File: src/rtl/pwpt_ram.sv
// Generic single-port-write, single-port-read RAM with registered read data.
module pwpt_ram #(
  parameter int WIDTH = 16,
  parameter int DEPTH = 256
) (
  input  logic                     clk,
  input  logic                     wr_en,
  input  logic [$clog2(DEPTH)-1:0] wr_addr,
  input  logic [WIDTH-1:0]         wr_data,
  input  logic                     rd_en,
  input  logic [$clog2(DEPTH)-1:0] rd_addr,
  output logic [WIDTH-1:0]         rd_data
);

  logic [WIDTH-1:0] mem [DEPTH];

  // write port
  always_ff @(posedge clk) begin
    if (wr_en) begin
      mem[wr_addr] <= wr_data;
    end
  end

  // registered read port
  always_ff @(posedge clk) begin
    if (rd_en) begin
      rd_data <= mem[rd_addr];
    end
  end

endmodule

File: config.mk
export PLATFORM = sky130hd
export DESIGN_NAME = pwpt_ram
export DESIGN_NICKNAME = d
export VERILOG_FILES = /design/src/rtl/pwpt_ram.sv
export SDC_FILE = /design/constraint.sdc
export NUM_CORES = 2
export LEC_CHECK = 0
export BUFFER_PORTS_ARGS = -buffer_cell sky130_fd_sc_hd__buf_2
export CAP_MARGIN = 10
export CORE_ASPECT_RATIO = 1.4
export CORE_MARGIN = 2
export CORE_UTILIZATION = 35
export CTS_CLUSTER_SIZE = 16
export DETAILED_ROUTE_END_ITERATION = 10
export PLACE_DENSITY = 0.53
export SLEW_MARGIN = 20
export SYNTH_ARGS = -nofsm -noshare
export SYNTH_HDL_FRONTEND = slang
export SYNTH_SLANG_ARGS = --single-unit
File: constraint.sdc
create_clock -name clk -period 4.75 [get_ports clk]
set_input_delay 0 -clock clk [delete_from_list [all_inputs] [get_ports clk]]
set_output_delay 0 -clock clk [all_outputs]
set_load 0.01 [all_outputs]
### After elaboration in Yosys (flattened, before gate mapping)

Memory sizes are Yosys's and may differ from the RTL's. A register that Yosys moved wholly into a read port is not among the register bits.
Cells that the tools add are included.

* mux-type cells: 2

Operators with widths (count)
* 1-bit two-way mux: 2

* memories kept: 1
* memory bits (writable): 4096
* output and inout port bits: 16
* word-level logic and storage cells: 3
* register bits: 0
* bits of input ports: 35

Memories
* mem: words 256, bits a word 16, read ports 1, clocked after memory_dff 1, write ports 1, line 15 `logic [WIDTH-1:0] mem [DEPTH];`

### Longest topological paths before layout

* depth in word-level cells: 2
* mapped depth: 12
* gate-level depth less buffers: 6

### Least setup slack after synthesis

Ideal clock, no wire load.

* path type: input port to flip-flop
* from: in rd_addr[0]
* to: reg rd_data[4] (read register of mem) (data pin)
* stages on the path: 8
* path buffers: 3
* arrival: 1984 ps
* required time: 4485 ps
* slack: 2501 ps
* cells stage by stage: buf_6 > buf_6 > buf_2 > mux4_2 > mux4_2 > a22o_1 > o32ai_2 > nor4_2

RTL lines
* start: declaration: line 11 `input logic [$clog2(DEPTH)-1:0] rd_addr,`
* end: declaration: line 12 `output logic [WIDTH-1:0] rd_data`

==> results.md <==
* Placement Rows at 292
* Start-to-end type of the worst setup path: register to register
* Number of clock sinks at 4112
* Hold Buf Count CTS at 31
* Initial antenna violation count at 41
* GRT Residual Overflow at 0
* Share of cells above drive strength 1 at 26.2%
* Startpoint of the most critical setup path: mem[63][2]
* Class of the worst hold path: input port to register
* Worst path required time at 5430 ps
* Number of buffers inserted during clock tree synthesis at 389
* Count of different cell masters after synthesis at 51
* Async set or reset register ratio after synthesis at 0%
* Critical Path Source Type: register
* Floorplan Core Area at 452000 sq um
* DRC violations left at 0
* Clock insertion delay at the later pin of the skew report at 990 ps
* Setup WS post-layout at 1510 ps
* Area of the die at 459000 sq um
* Die H at 801 microns
* Post-CTS repair timing setup buffer count at 0
* Arrival @ worst endpoint at 3920 ps
* Initial DRC Count at 8712
* Ratio of total power to cell area at 413 nW/um^2
* Syn_area_per_cell at 21.6 sq um
* Ports placed on the boundary at 51
* Final hold violations at 0
* HPWL after detailed placement at 287000 microns
* Max transition margin at 16.0%
* Nets at 7962
* Hold Crit Start: wr_data[15]
* Commonest non-fill, non-tap cell in the layout: edfxtp_1
* Initial standard-cell utilization of the core at 35.2%
* Average wire per standard cell at 32.2 microns
* Via count of the first global-routing pass at 80400
* Cell area after synthesis at 159000 sq um
* Detailed-routing iteration count for the pre-antenna-repair pass at 5
* Final slew viol count at 0
* Clock tree from TritonCTS: yes
* Leading cell types in the layout, fill and taps excluded: edfxtp_1 (4112), mux4_2 (797), mux2i_1 (565)
* Wire length reported by the detailed router at 460000 microns
* Leading register cell type out of synthesis: edfxtp_1
* Final worst path period share at 68.2%
* Yosys synthesis warning count at 0
* Leakage at 0.0572 uW
* Via count normalized by instance count at 5.53
* Routability Congestion at 0.896
* Setup TNS Final at 0 ps
* Via total after detailed routing at 79000
* Total nets after synthesis at 7395
* Number of flops mapped to enable cells by yosys at 4112
* Setup skew after layout at 63.4 ps
* Antenna violation net count after detailed routing at 0
* Final setup violation count at 0
* Synth Register Bits at 4112
* Cells after synthesis at 7360
* Maximum resistive drop on vdd at 0.305 mV
* Area delta synth->final at 14.9%
* Top achievable clock speed at 0.309 GHz
* Status: finished, final reports clean
* H-Tree Level Count at 5
* Clock edge transition at the registers on the reported setup and hold paths at 70 ps
* Crit Reg-Reg Startpoint: mem[63][2]
* Minimum clock period after layout at 3240 ps
* Largest net degree at the start of global routing at 177
* Port Buf Inserts at 50
* Crit path capture type: register
* Number of maximum-capacitance constraint violations at 0
* Overall fraction of global-route tracks in use at 19.6%
* Global-route wire length before repair at 640000 microns
* RSZ-0062 raised after global routing: false
* Worst-case clock buffer depth at 4
* Crit path max fanout at 1
* Worst setup slack before clock tree synthesis at 699 ps
* Cell at the root of the clock tree: clkbuf_16
* Die extent in x at 573 microns
* Number of gates given a new drive strength after cts at 0
* Slew of the pin with the lowest slew margin at 1250 ps
* Post-synthesis sequential area ratio at 77.7%
-- per-layer routing --
| layer | global-route usage [%] | wire, microns |
|---|---|---|
| met1 | 24.1 | 173000 |
| met5 | 0 | 52 |
| met4 | 8.70 | 22400 |
| met2 | 34.5 | 237000 |
| met3 | 2.52 | 28000 |
-- area by class of cell --
type                       count  area, sq um
clock inverter               232         2420
multi-input combinational   2792        33200
fill                       39700       269000
timing repair buffer         628         5610
antenna                       20         50.0
sequential                  4112       123000
inverter                       4         27.5
clock buffer                 474        10200
tap                         6027         7540
-- critical path: stages, from the launching register on --
cell,delay [ps]
edfxtp_1,380
mux4_2,480
mux4_2,500
a22o_1,460
o32ai_1,960
nor4_1,200
-- state kept, by name, indices dropped and copies added, names as in the netlist --
signal and cells:
mem 4096, rd_data 16
-- metrics by stage --
step                total power (uW)  instance area [sq um]  std cells  hold WS [ps]  util [%]
finish                         75400                 183000      14300          77.4      40.4
global route                   77300                 182000      14300           103      40.4
CTS                            76000                 182000      14300          38.0      40.4
detailed placement             44800                 170000      13500           401      37.5
global placement               44700                 169000      13500           390      37.5
floorplan                      42800                 159000       7360          98.9         -
-- cells by family (layout without fill, tap and decap cells) --
kind of cell           Yosys count  after routing  synth area share, %
DFF                           4112           4112                 77.7
muxes                         1450           1450                 15.5
AOI/OAI and AO/OA              786            786                 3.53
and+or+nand+nor                556            556                 1.57
buffers and inverters          456           1338                 1.69
other                            0             20                    0
-- final timing paths --
kind / to / slack, ps / depth (start not counted)
worst max register to register: rd_data[2] / 1510 / 5
worst max-delay path: rd_data[2] / 1510 / 5
worst min register to register: rd_data[11] / 1170 / 6
worst min-delay path: mem[245][15] / 80 / 2
-- cell usage after synthesis (all sizes together), types with 4 or more instances --
| cell | n | area [sq um] |
|---|---|---|
| inv | 4 | 15.0 |
| a2111oi | 6 | 52.6 |
| a22o | 32 | 280 |
| o221ai | 253 | 2220 |
| nor4 | 18 | 119 |
| edfxtp | 4112 | 123000 |
| mux2i | 565 | 5660 |
| and3 | 11 | 68.8 |
| buf | 222 | 1810 |
| nand2 | 38 | 143 |
| o21ai | 38 | 190 |
| o32ai | 21 | 191 |
| o22ai | 148 | 926 |
| nor2b | 9 | 56.3 |
| a221oi | 28 | 245 |
| mux2 | 88 | 991 |
| or2 | 5 | 31.3 |
| a21oi | 175 | 876 |
| nor3 | 92 | 460 |
| clkbuf | 230 | 863 |
| nand3 | 35 | 175 |
| o31ai | 16 | 120 |
| a22oi | 43 | 323 |
| nand4 | 26 | 163 |
| mux4 | 797 | 17900 |
| a31oi | 6 | 37.5 |
| a211oi | 18 | 135 |
| nor2 | 304 | 1140 |
-- report_power, final --
part           switching (uW)  total [uW]  internal, uW
clock                   13700       31400         17700
combinational            2600        3920          1320
sequential               60.3       40100         40000
total                   16300       75400         59000
Power figures use the tool's default switching activity.
